File: src/grid_flood_fill_engine_core_defines.svh
// Assertion macros of the flood fill engine, included by its top level.
`ifndef GRID_FLOOD_FILL_ENGINE_CORE_DEFINES_SVH
`define GRID_FLOOD_FILL_ENGINE_CORE_DEFINES_SVH

// The consequent must hold in the same cycle as the antecedent.
`define GFFE_ASSERT_SAME(label, ante, cons, msg) \
   label: assert property (@(posedge clock) disable iff (reset) (ante) |-> (cons)) \
      else $error(msg);

// The consequent must hold in the cycle after the antecedent.
`define GFFE_ASSERT_NEXT(label, ante, cons, msg) \
   label: assert property (@(posedge clock) disable iff (reset) (ante) |=> (cons)) \
      else $error(msg);

`endif

File: src/gffe_pkg.sv
// Shared constants, types and helper functions of the flood fill engine.
package gffe_pkg;

   localparam int GRID_SIZE = 64;
   localparam int FIELD_W = 6;
   localparam int COLOR_W = 4;
   localparam int COUNT_W = 13;
   localparam int FUNC_W = 2;
   localparam int STATUS_W = 2;
   localparam int COORD_W = (GRID_SIZE > 1) ? $clog2(GRID_SIZE) : 1;
   localparam int ADDR_W = 2 * COORD_W;
   localparam int CELL_SPAN = 1 << ADDR_W;
   localparam int CELL_COUNT = GRID_SIZE * GRID_SIZE;
   localparam int QA_W = $clog2(CELL_COUNT);
   localparam int QC_W = $clog2(CELL_COUNT + 1);

   localparam logic [FUNC_W-1:0] FUNC_WRITE = 2'd0;
   localparam logic [FUNC_W-1:0] FUNC_READ = 2'd1;
   localparam logic [FUNC_W-1:0] FUNC_FILL = 2'd2;

   localparam logic [STATUS_W-1:0] ST_DONE = 2'd0;
   localparam logic [STATUS_W-1:0] ST_IGNORED = 2'd1;
   localparam logic [STATUS_W-1:0] ST_RANGE = 2'd2;

   localparam logic [1:0] DIR_LEFT = 2'd0;
   localparam logic [1:0] DIR_RIGHT = 2'd1;
   localparam logic [1:0] DIR_UP = 2'd2;
   localparam logic [1:0] DIR_DOWN = 2'd3;

   localparam logic [COUNT_W-1:0] COUNT_MAX = '1;

   typedef struct packed {
      logic [COORD_W-1:0] y;
      logic [COORD_W-1:0] x;
   } cell_type;

   typedef struct packed {
      logic     ok;
      cell_type pos;
   } nbr_type;

   typedef struct packed {
      logic                sweep;
      logic                load_req;
      logic                take_prev;
      logic                write_cell;
      logic                start_fill;
      logic                pop;
      logic                load_cur;
      logic                nbr_issue;
      logic                clean_start;
      logic                clean_rd;
      logic                rsp_load;
      logic                set_status;
      logic [STATUS_W-1:0] status;
   } cmd_type;

   typedef struct packed {
      logic              sweep_last;
      logic              in_range;
      logic [FUNC_W-1:0] func;
      logic              prev_diff;
      logic              fill_ok;
      logic              q_empty;
      logic              dir_last;
   } sts_type;

   function automatic logic [COORD_W-1:0] to_coord(logic [FIELD_W-1:0] f);
      return COORD_W'(f);
   endfunction

   function automatic nbr_type neighbor(cell_type c, logic [1:0] dir);
      nbr_type n;
      n.ok = 1'b0;
      n.pos = c;
      case (dir)
         DIR_LEFT: begin
            n.ok = (c.x != '0);
            n.pos.x = c.x - 1'b1;
         end
         DIR_RIGHT: begin
            n.ok = (int'(c.x) < GRID_SIZE - 1);
            n.pos.x = c.x + 1'b1;
         end
         DIR_UP: begin
            n.ok = (c.y != '0);
            n.pos.y = c.y - 1'b1;
         end
         DIR_DOWN: begin
            n.ok = (int'(c.y) < GRID_SIZE - 1);
            n.pos.y = c.y + 1'b1;
         end
         default: begin
            n.ok = 1'b0;
         end
      endcase
      return n;
   endfunction

endpackage

File: src/gffe_ctrl.sv
// Controller state machine of the flood fill engine.
module gffe_ctrl import gffe_pkg::*; (
   input  logic    clock,
   input  logic    reset,
   input  sts_type sts,
   output cmd_type cmd,
   input  logic    req_valid,
   output logic    req_ready,
   output logic    rsp_valid,
   input  logic    rsp_ready
);

   typedef enum logic [3:0] {
      S_SWEEP,
      S_IDLE,
      S_READ,
      S_POP,
      S_LOAD,
      S_NBR,
      S_LAST,
      S_CLEAN,
      S_RESPOND
   } state_type;

   state_type state_ff, state_in;
   logic      rsp_valid_ff, rsp_valid_in;

   always_comb begin
      state_in = state_ff;
      rsp_valid_in = rsp_valid_ff && !rsp_ready;
      cmd = '0;
      case (state_ff)
         S_SWEEP: begin
            cmd.sweep = 1'b1;
            if (sts.sweep_last) begin
               state_in = S_IDLE;
            end
         end
         S_IDLE: begin
            if (req_valid) begin
               cmd.load_req = 1'b1;
               state_in = S_READ;
            end
         end
         S_READ: begin
            cmd.take_prev = 1'b1;
            cmd.set_status = 1'b1;
            cmd.status = ST_DONE;
            state_in = S_RESPOND;
            if (!sts.in_range) begin
               cmd.status = ST_RANGE;
            end else begin
               case (sts.func)
                  FUNC_WRITE: begin
                     cmd.write_cell = sts.prev_diff;
                  end
                  FUNC_FILL: begin
                     if (sts.fill_ok) begin
                        cmd.start_fill = 1'b1;
                        state_in = S_POP;
                     end else begin
                        cmd.status = ST_IGNORED;
                     end
                  end
                  FUNC_READ: begin
                     cmd.status = ST_DONE;
                  end
                  default: begin
                     cmd.status = ST_DONE;
                  end
               endcase
            end
         end
         S_POP: begin
            if (sts.q_empty) begin
               cmd.clean_start = 1'b1;
               state_in = S_CLEAN;
            end else begin
               cmd.pop = 1'b1;
               state_in = S_LOAD;
            end
         end
         S_LOAD: begin
            cmd.load_cur = 1'b1;
            state_in = S_NBR;
         end
         S_NBR: begin
            cmd.nbr_issue = 1'b1;
            if (sts.dir_last) begin
               state_in = S_LAST;
            end
         end
         S_LAST: begin
            state_in = S_POP;
         end
         S_CLEAN: begin
            if (sts.q_empty) begin
               state_in = S_RESPOND;
            end else begin
               cmd.clean_rd = 1'b1;
            end
         end
         S_RESPOND: begin
            if (!rsp_valid_ff || rsp_ready) begin
               cmd.rsp_load = 1'b1;
               rsp_valid_in = 1'b1;
               state_in = S_IDLE;
            end
         end
         default: begin
            state_in = S_IDLE;
         end
      endcase
   end

   always_ff @(posedge clock) begin
      if (reset) begin
         state_ff <= S_SWEEP;
         rsp_valid_ff <= 1'b0;
      end else begin
         state_ff <= state_in;
         rsp_valid_ff <= rsp_valid_in;
      end
   end

   assign req_ready = (state_ff == S_IDLE);
   assign rsp_valid = rsp_valid_ff;

endmodule

File: config.mk
export PLATFORM = sky130hd
export DESIGN_NAME = gffe_ctrl
export DESIGN_NICKNAME = d
export VERILOG_FILES = /design/src/grid_flood_fill_engine_core_defines.svh /design/src/gffe_pkg.sv /design/src/gffe_ctrl.sv
export SDC_FILE = /design/constraint.sdc
export NUM_CORES = 1
export LEC_CHECK = 0
export ABC_AREA = 1
export BUFFER_PORTS_ARGS = -buffer_cell sky130_fd_sc_hd__buf_2
export CAP_MARGIN = 40
export CELL_PAD_IN_SITES_DETAIL_PLACEMENT = 0
export CELL_PAD_IN_SITES_GLOBAL_PLACEMENT = 1
export CORE_MARGIN = 2
export CORE_UTILIZATION = 25
export CTS_BUF_LIST = sky130_fd_sc_hd__clkbuf_16
export CTS_CLUSTER_DIAMETER = 30
export DETAILED_ROUTE_END_ITERATION = 12
export GPL_TIMING_DRIVEN = 0
export PLACE_DENSITY_LB_ADDON = 0.08
export SETUP_SLACK_MARGIN = 0.1
export SYNTH_ARGS = -nofsm -noshare
export SYNTH_HDL_FRONTEND = slang
export SYNTH_SLANG_ARGS = --single-unit
File: constraint.sdc
create_clock -name clock -period 1.6 [get_ports clock]
set_input_delay 0.48 -clock clock [delete_from_list [all_inputs] [get_ports clock]]
set_output_delay 0.48 -clock clock [all_outputs]
set_load 0.01 [all_outputs]
==> flow_metrics.py, run 1 <==
metrics = {
    "drt": {
        "vias": 649,
        "drt-initial-drc-count": 7,
        "ant_nets": 0,
        "remaining_drc_errors": 0,
        "viasPerCell": 4.24,
        "first_pass_iters": 4,
        "wl_per_cell_um": 9.70,
        "routed_wl_mm": 1.48,
    },
    "synthesis": {
        "syn_nets": 102,
        "synth_warnings": 0,
        "yosys-top-cells-area": "dfxtp_1, inv_1, nand2_1, nor2_1, nor2_2",
        "yosysSeqAreaShare": 0.191,
        "syn_area_per_cell_um2": 5.81,
        "synthCells": 90,
        "yosys.area.top_type": "dfxtp_1",
        "netlist_area_um2": 523,
        "ys_types": 20,
        "synth-seq-cells": 5,
        "yosysTopAreaCellShare": 0.191,
    },
    "critical_path": {
        "timing.rr.end": "state_ff[0]",
        "cp-end-kind": "output pin",
        "rr_startpoint": "state_ff[3]",
        "critPathRequiredTime_ps": 1120,
        "rr_worst_depth": 9,
        "r2r_setup_slack_ps": 300,
        "crit_type": "register to output pin",
        "cp-start-kind": "register",
        "cp_max_fo": 5,
        "arrival_ps": 1210,
    },
    "sta": {
        "final-hold-violation-count": 0,
        "fmax_ghz": 0.591,
        "worst_pin_slew_ps": 219,
        "finClkSkew_ps": 4.12,
        "setup_viol": 9,
        "slew_headroom": 0.854,
        "rsz0062_at_grt": "true",
        "layout_worst_path_cycle_share": 1.06,
        "timing_max_transition_violations_final": 0,
        "period_minus_slack_ps": 1690,
        "finalWorstSetupSlack_ps": -90.9,
    },
    "global_routing": {
        "antenna_found_initial": 0,
        "grt_max_degree": 8,
        "grt_use_total": 0.122,
        "grt_pass1_vias": 544,
        "grt.overflow.total": 0,
        "grt_pass1_wl_mm": 2.28,
    },
    "pwr": {
        "powerDensity_nw_per_um2": 1980,
        "p_leak_nw": 0.507,
        "ir_drop_mv": 1.01,
    },
    "place": {
        "dpl-instance-area_um2": 703,
        "dp_hpwl_mm": 1.15,
        "port_buffers": 27,
        "place_inst": 144,
        "gp_congestion": 0.679,
    },
    "worst_hold_path": {
        "whs_endpoint": "rsp_valid",
        "min_path_cells": 2,
        "hp-start": "reset",
        "hold_path.class": "input pin to register",
    },
    "floorplanning": {
        "die-area_um2": 2470,
        "fp.dieW_um": 49.7,
        "die_h_um": 49.7,
        "ios": 28,
        "start_util": 0.267,
        "core_area_um2": 1960,
        "rows": 16,
    },
    "cts": {
        "cts.sinks": 5,
        "clk_latency_ps": 230,
        "cts_buffer_depth": 2,
        "clk_pin_slew_ps": 40,
        "numCtsBuffers": 3,
        "root_buffer": "clkbuf_16",
        "h-tree-depth": 1,
        "cts_tree": "done",
    },
    "finish": {
        "nets": 139,
        "final_cells": 153,
        "diodes": 0,
        "syn_to_final_growth_pct": 74.4,
        "fill_cells": 239,
        "drive_above_1_share": 0.556,
        "final_area_um2": 912,
    },
    "outcome": {
        "status": "finished with violations",
        "violations": "negative setup slack",
    },
    "flow_run": {
        "drv_cap": 0,
    },
}
## layer usage
layer	vias to the layer above	GRT usage	share of wire
met5	-	0	0
met4	0	0.0278	0.0081
met3	2	0.0485	0.063
met2	21	0.187	0.48
met1	285	0.160	0.45
li1	341	-	-
## through the flow
stage	util	hold WS [ps]	total power, W	TNS, ps	worst slack, ps
after floorplan	-	502	0.000811	0	55.7
after global placement	0.358	537	0.00104	-50.6	-41.7
after detailed placement	0.358	546	0.00104	-83.5	-60.5
after CTS	0.433	444	0.00161	-386	-115
after global routing	0.465	458	0.00195	-1030	-167
final	0.465	440	0.00181	-342	-90.9
## where the power goes
part | internal, W | total, W | switching [W]
clock | 0.000324 | 0.000406 | 0.0000821
combinational | 0.000500 | 0.00111 | 0.000613
sequential | 0.000194 | 0.000287 | 0.0000925
## worst max-delay path, stage by stage, from the launching register on
cell,delay [ps]
dfxtp_4,360
inv_4,70
nand2_4,50
nor2_4,130
inv_2,70
nor4_2,140
buf_2,170
## how the worst max path moves through the flow
| stage | startpoint | end | slack [ps] | cells past startpoint |
|---|---|---|---|---|
| floorplan | state_ff[2] | cmd[0] | 60 | 5 |
| detailed placement | state_ff[2] | cmd[0] | -60 | 6 |
| CTS | state_ff[2] | cmd[0] | -120 | 6 |
| global placement | state_ff[2] | cmd[0] | -40 | 6 |
| global route | state_ff[3] | cmd[0] | -170 | 6 |
| finish | state_ff[2] | cmd[0] | -90 | 6 |
## synthesized netlist by cell type (all sizes together)
library cell	n
o21ai	3
inv	24
nand2	21
dfxtp	5
o211ai	1
nor3	4
a21oi	2
nor4	1
nand3b	2
nand3	7
nor2	19
buf	1
## cells by family after synthesis
kind of cell / Yosys count / share of synthesized area
compound gates: 6 / 0.0622
buf+inv: 25 / 0.187
flops: 5 / 0.191
simple gates: 54 / 0.560
## area by class of cell
class,instances,area [µm²],share of cell area
repair buffers,32,195,0.214
multi-input cells,60,392,0.429
plain buffers,1,7.51,0.00823
clock inverters,1,3.75,0.00412
clock buffers,3,75.1,0.0823
well taps,27,33.8,0.0370
flip-flops and latches,5,113,0.123
inverters,24,92.6,0.102
## placed cells by master (no fill, tap or decap)
| master | n |
|---|---|
| buf_2 | 24 |
| inv_1 | 17 |
| nand2_1 | 15 |
| nor2_1 | 10 |
| inv_2 | 7 |
| nor2_4 | 6 |
| buf_4 | 5 |
| nand3_1 | 4 |
| buf_6 | 4 |
| nand2_2 | 3 |
| nand2_4 | 3 |
| nor2_2 | 3 |
| o21ai_0 | 3 |
| clkbuf_16 | 3 |
| dfxtp_4 | 3 |
| nor3_2 | 2 |
| nand3_2 | 2 |
| nand3b_1 | 2 |
| a21oi_1 | 2 |
| inv_4 | 1 |
| nor4_2 | 1 |
| nand3_4 | 1 |
| nor3_4 | 1 |
| nor3_1 | 1 |
| o211ai_1 | 1 |
| dfxtp_1 | 1 |
| dfxtp_2 | 1 |
## flip-flops by register name, summed over array words and instances (netlist names)
register and count:
state_ff 4, rsp_valid 1
## timing repair
action,in CTS,in global routing
gates resized for setup,18,15
buffers inserted,3,3
endpoints found under the setup margin,15,15
pin swaps,3,5
hold buffers,0,0
(Power assumes the default switching activity.)
==> run 2: changes to the inputs <==
==> constraint.sdc (replaced) <==
create_clock -name clock -period 1.6 [get_ports clock]
set_input_delay 0.48 -clock clock [delete_from_list [all_inputs] [get_ports clock]]
set_output_delay 0.48 -clock clock [all_outputs]
set_load 0.1 [all_outputs]
==> flow_metrics.py, run 2 (same netlist as run 1, synthesis figures left out) <==
metrics = {
    "global_routing": {
        "grt.overflow.total": 0,
        "grt_pass1_wl_mm": 2.53,
        "grt_use_total": 0.135,
        "antenna_found_initial": 0,
        "grt_max_degree": 8,
        "grt_pass1_vias": 601,
    },
    "sta": {
        "fmax_ghz": 0.552,
        "period_minus_slack_ps": 1810,
        "tns_ps": -1940,
        "layout_worst_path_cycle_share": 1.13,
        "setup_viol": 14,
        "finalWorstSetupSlack_ps": -212,
        "timing_max_transition_violations_final": 0,
        "rsz0062_at_grt": "true",
        "finClkSkew_ps": 2.74,
        "hold_slack_ps": 427,
        "final-hold-violation-count": 0,
        "slew_headroom": 0.681,
        "worst_pin_slew_ps": 482,
    },
    "cts": {
        "clk_latency_ps": 230,
        "h-tree-depth": 1,
        "cts.sinks": 5,
        "numCtsBuffers": 3,
        "clk_pin_slew_ps": 30,
        "cts_buffer_depth": 2,
        "cts_tree": "done",
        "root_buffer": "clkbuf_16",
        "hold_buffers": 0,
    },
    "place": {
        "dp_hpwl_mm": 1.14,
        "gp_congestion": 0.744,
        "dpl-instance-area_um2": 781,
        "port_buffers": 27,
    },
    "finish": {
        "final_area_um2": 1230,
        "fill_cells": 181,
        "regArea_um2": 114,
        "syn_to_final_growth_pct": 134,
        "layout_common_cells": "inv_1, nand2_1, buf_2, buf_12, nor2_4",
        "regMostFlops": "state_ff",
        "nets": 144,
        "drive_above_1_share": 0.672,
        "largest_reg_flops": 4,
        "multi_input_comb_area_um2": 468,
        "diodes": 0,
    },
    "drt": {
        "vias": 663,
        "wl_per_cell_um": 10.2,
        "viasPerCell": 4.20,
        "ant_nets": 0,
        "first_pass_iters": 2,
        "routed_wl_mm": 1.61,
        "drt-initial-drc-count": 5,
        "remaining_drc_errors": 0,
    },
    "critical_path": {
        "crit_type": "register to output pin",
        "slowest_stage": "dfxtp_4",
        "cp_max_fo": 7,
        "arrival_ps": 1330,
        "crit_start": "state_ff[1]",
        "cp-end-kind": "output pin",
        "timing.rr.end": "state_ff[1]",
        "cp-start-kind": "register",
        "r2r_setup_slack_ps": 200,
        "critPathRequiredTime_ps": 1120,
        "path_cells": "nand2_2 -> nor2_4 -> inv_4 -> nor4_4 -> buf_6",
        "max_stage_delay_ps": 380,
        "rr_worst_depth": 8,
        "crit_buf_inv": 2,
        "rr_startpoint": "state_ff[0]",
        "cp_top_family": "flip-flops",
    },
    "flow_run": {
        "drv_cap": 0,
    },
    "floorplanning": {
        "rows": 16,
        "die_h_um": 49.7,
        "fp.dieW_um": 49.7,
        "start_util": 0.267,
        "ios": 28,
        "die-area_um2": 2470,
        "core_area_um2": 1960,
    },
    "worst_hold_path": {
        "min_path_cells": 2,
        "hold_path.class": "input pin to register",
        "hp-start": "reset",
        "whs_endpoint": "rsp_valid",
    },
    "outcome": {
        "status": "finished with violations",
        "violations": "negative setup slack",
    },
    "pwr": {
        "p_leak_nw": 0.561,
        "powerDensity_nw_per_um2": 2370,
        "ir_drop_mv": 1.24,
    },
}
[run 2: changes by cell type in the layout (fill, tap and decap cells not counted), sizes merged]
cell	delta
buf	+5
clkinvlp	+3
inv	-3
[run 2: worst max-delay path by stage]
| stage | to | depth (start not counted) |
|---|---|---|
| after global routing | cmd[0] | 6 |
| after CTS | cmd[0] | 6 |
| after global placement | cmd[9] | 7 |
| after detailed placement | cmd[9] | 7 |
| after floorplan | cmd[0] | 5 |
| final | cmd[0] | 5 |
[run 2: timing repair]
item / CTS / global route
endpoints found under the hold margin: 0 / 0
pin swaps: 6 / 8
setup buffers: 5 / 5
gates resized for setup: 63 / 22
setup endpoints to repair: 15 / 15
[run 2: area by class of cell]
| class | instances | share of cell area |
|---|---|---|
| buffer | 1 | 0.00918 |
| clock buffer | 3 | 0.0612 |
| clock inverter | 1 | 0.00306 |
| inverter | 24 | 0.0867 |
| multi-input combinational | 60 | 0.382 |
| sequential | 5 | 0.0929 |
| tap | 27 | 0.0276 |
| timing repair buffer | 37 | 0.338 |
[run 2: report_power, final]
group          leakage, nW  internal, W  switching, W
combinational        0.475     0.000783       0.00145
clock               0.0423     0.000323     0.0000783
sequential          0.0439     0.000195     0.0000796
total                0.561      0.00130       0.00161
[run 2: metal layers]
metal,track usage,part of all wire
met5,0,0
met4,0.0694,0.0037
met3,0.0242,0.037
met2,0.242,0.56
met1,0.150,0.40
[run 2: per-stage QoR]
stage	cells	total power [W]	worst slack, ps	utilization
after CTS	153	0.00257	-215	0.561
after global placement	144	0.00182	-432	0.398
final	158	0.00291	-212	0.625
after global routing	158	0.00304	-272	0.625
after floorplan	90	0.00156	-1150	-
after detailed placement	144	0.00182	-417	0.398
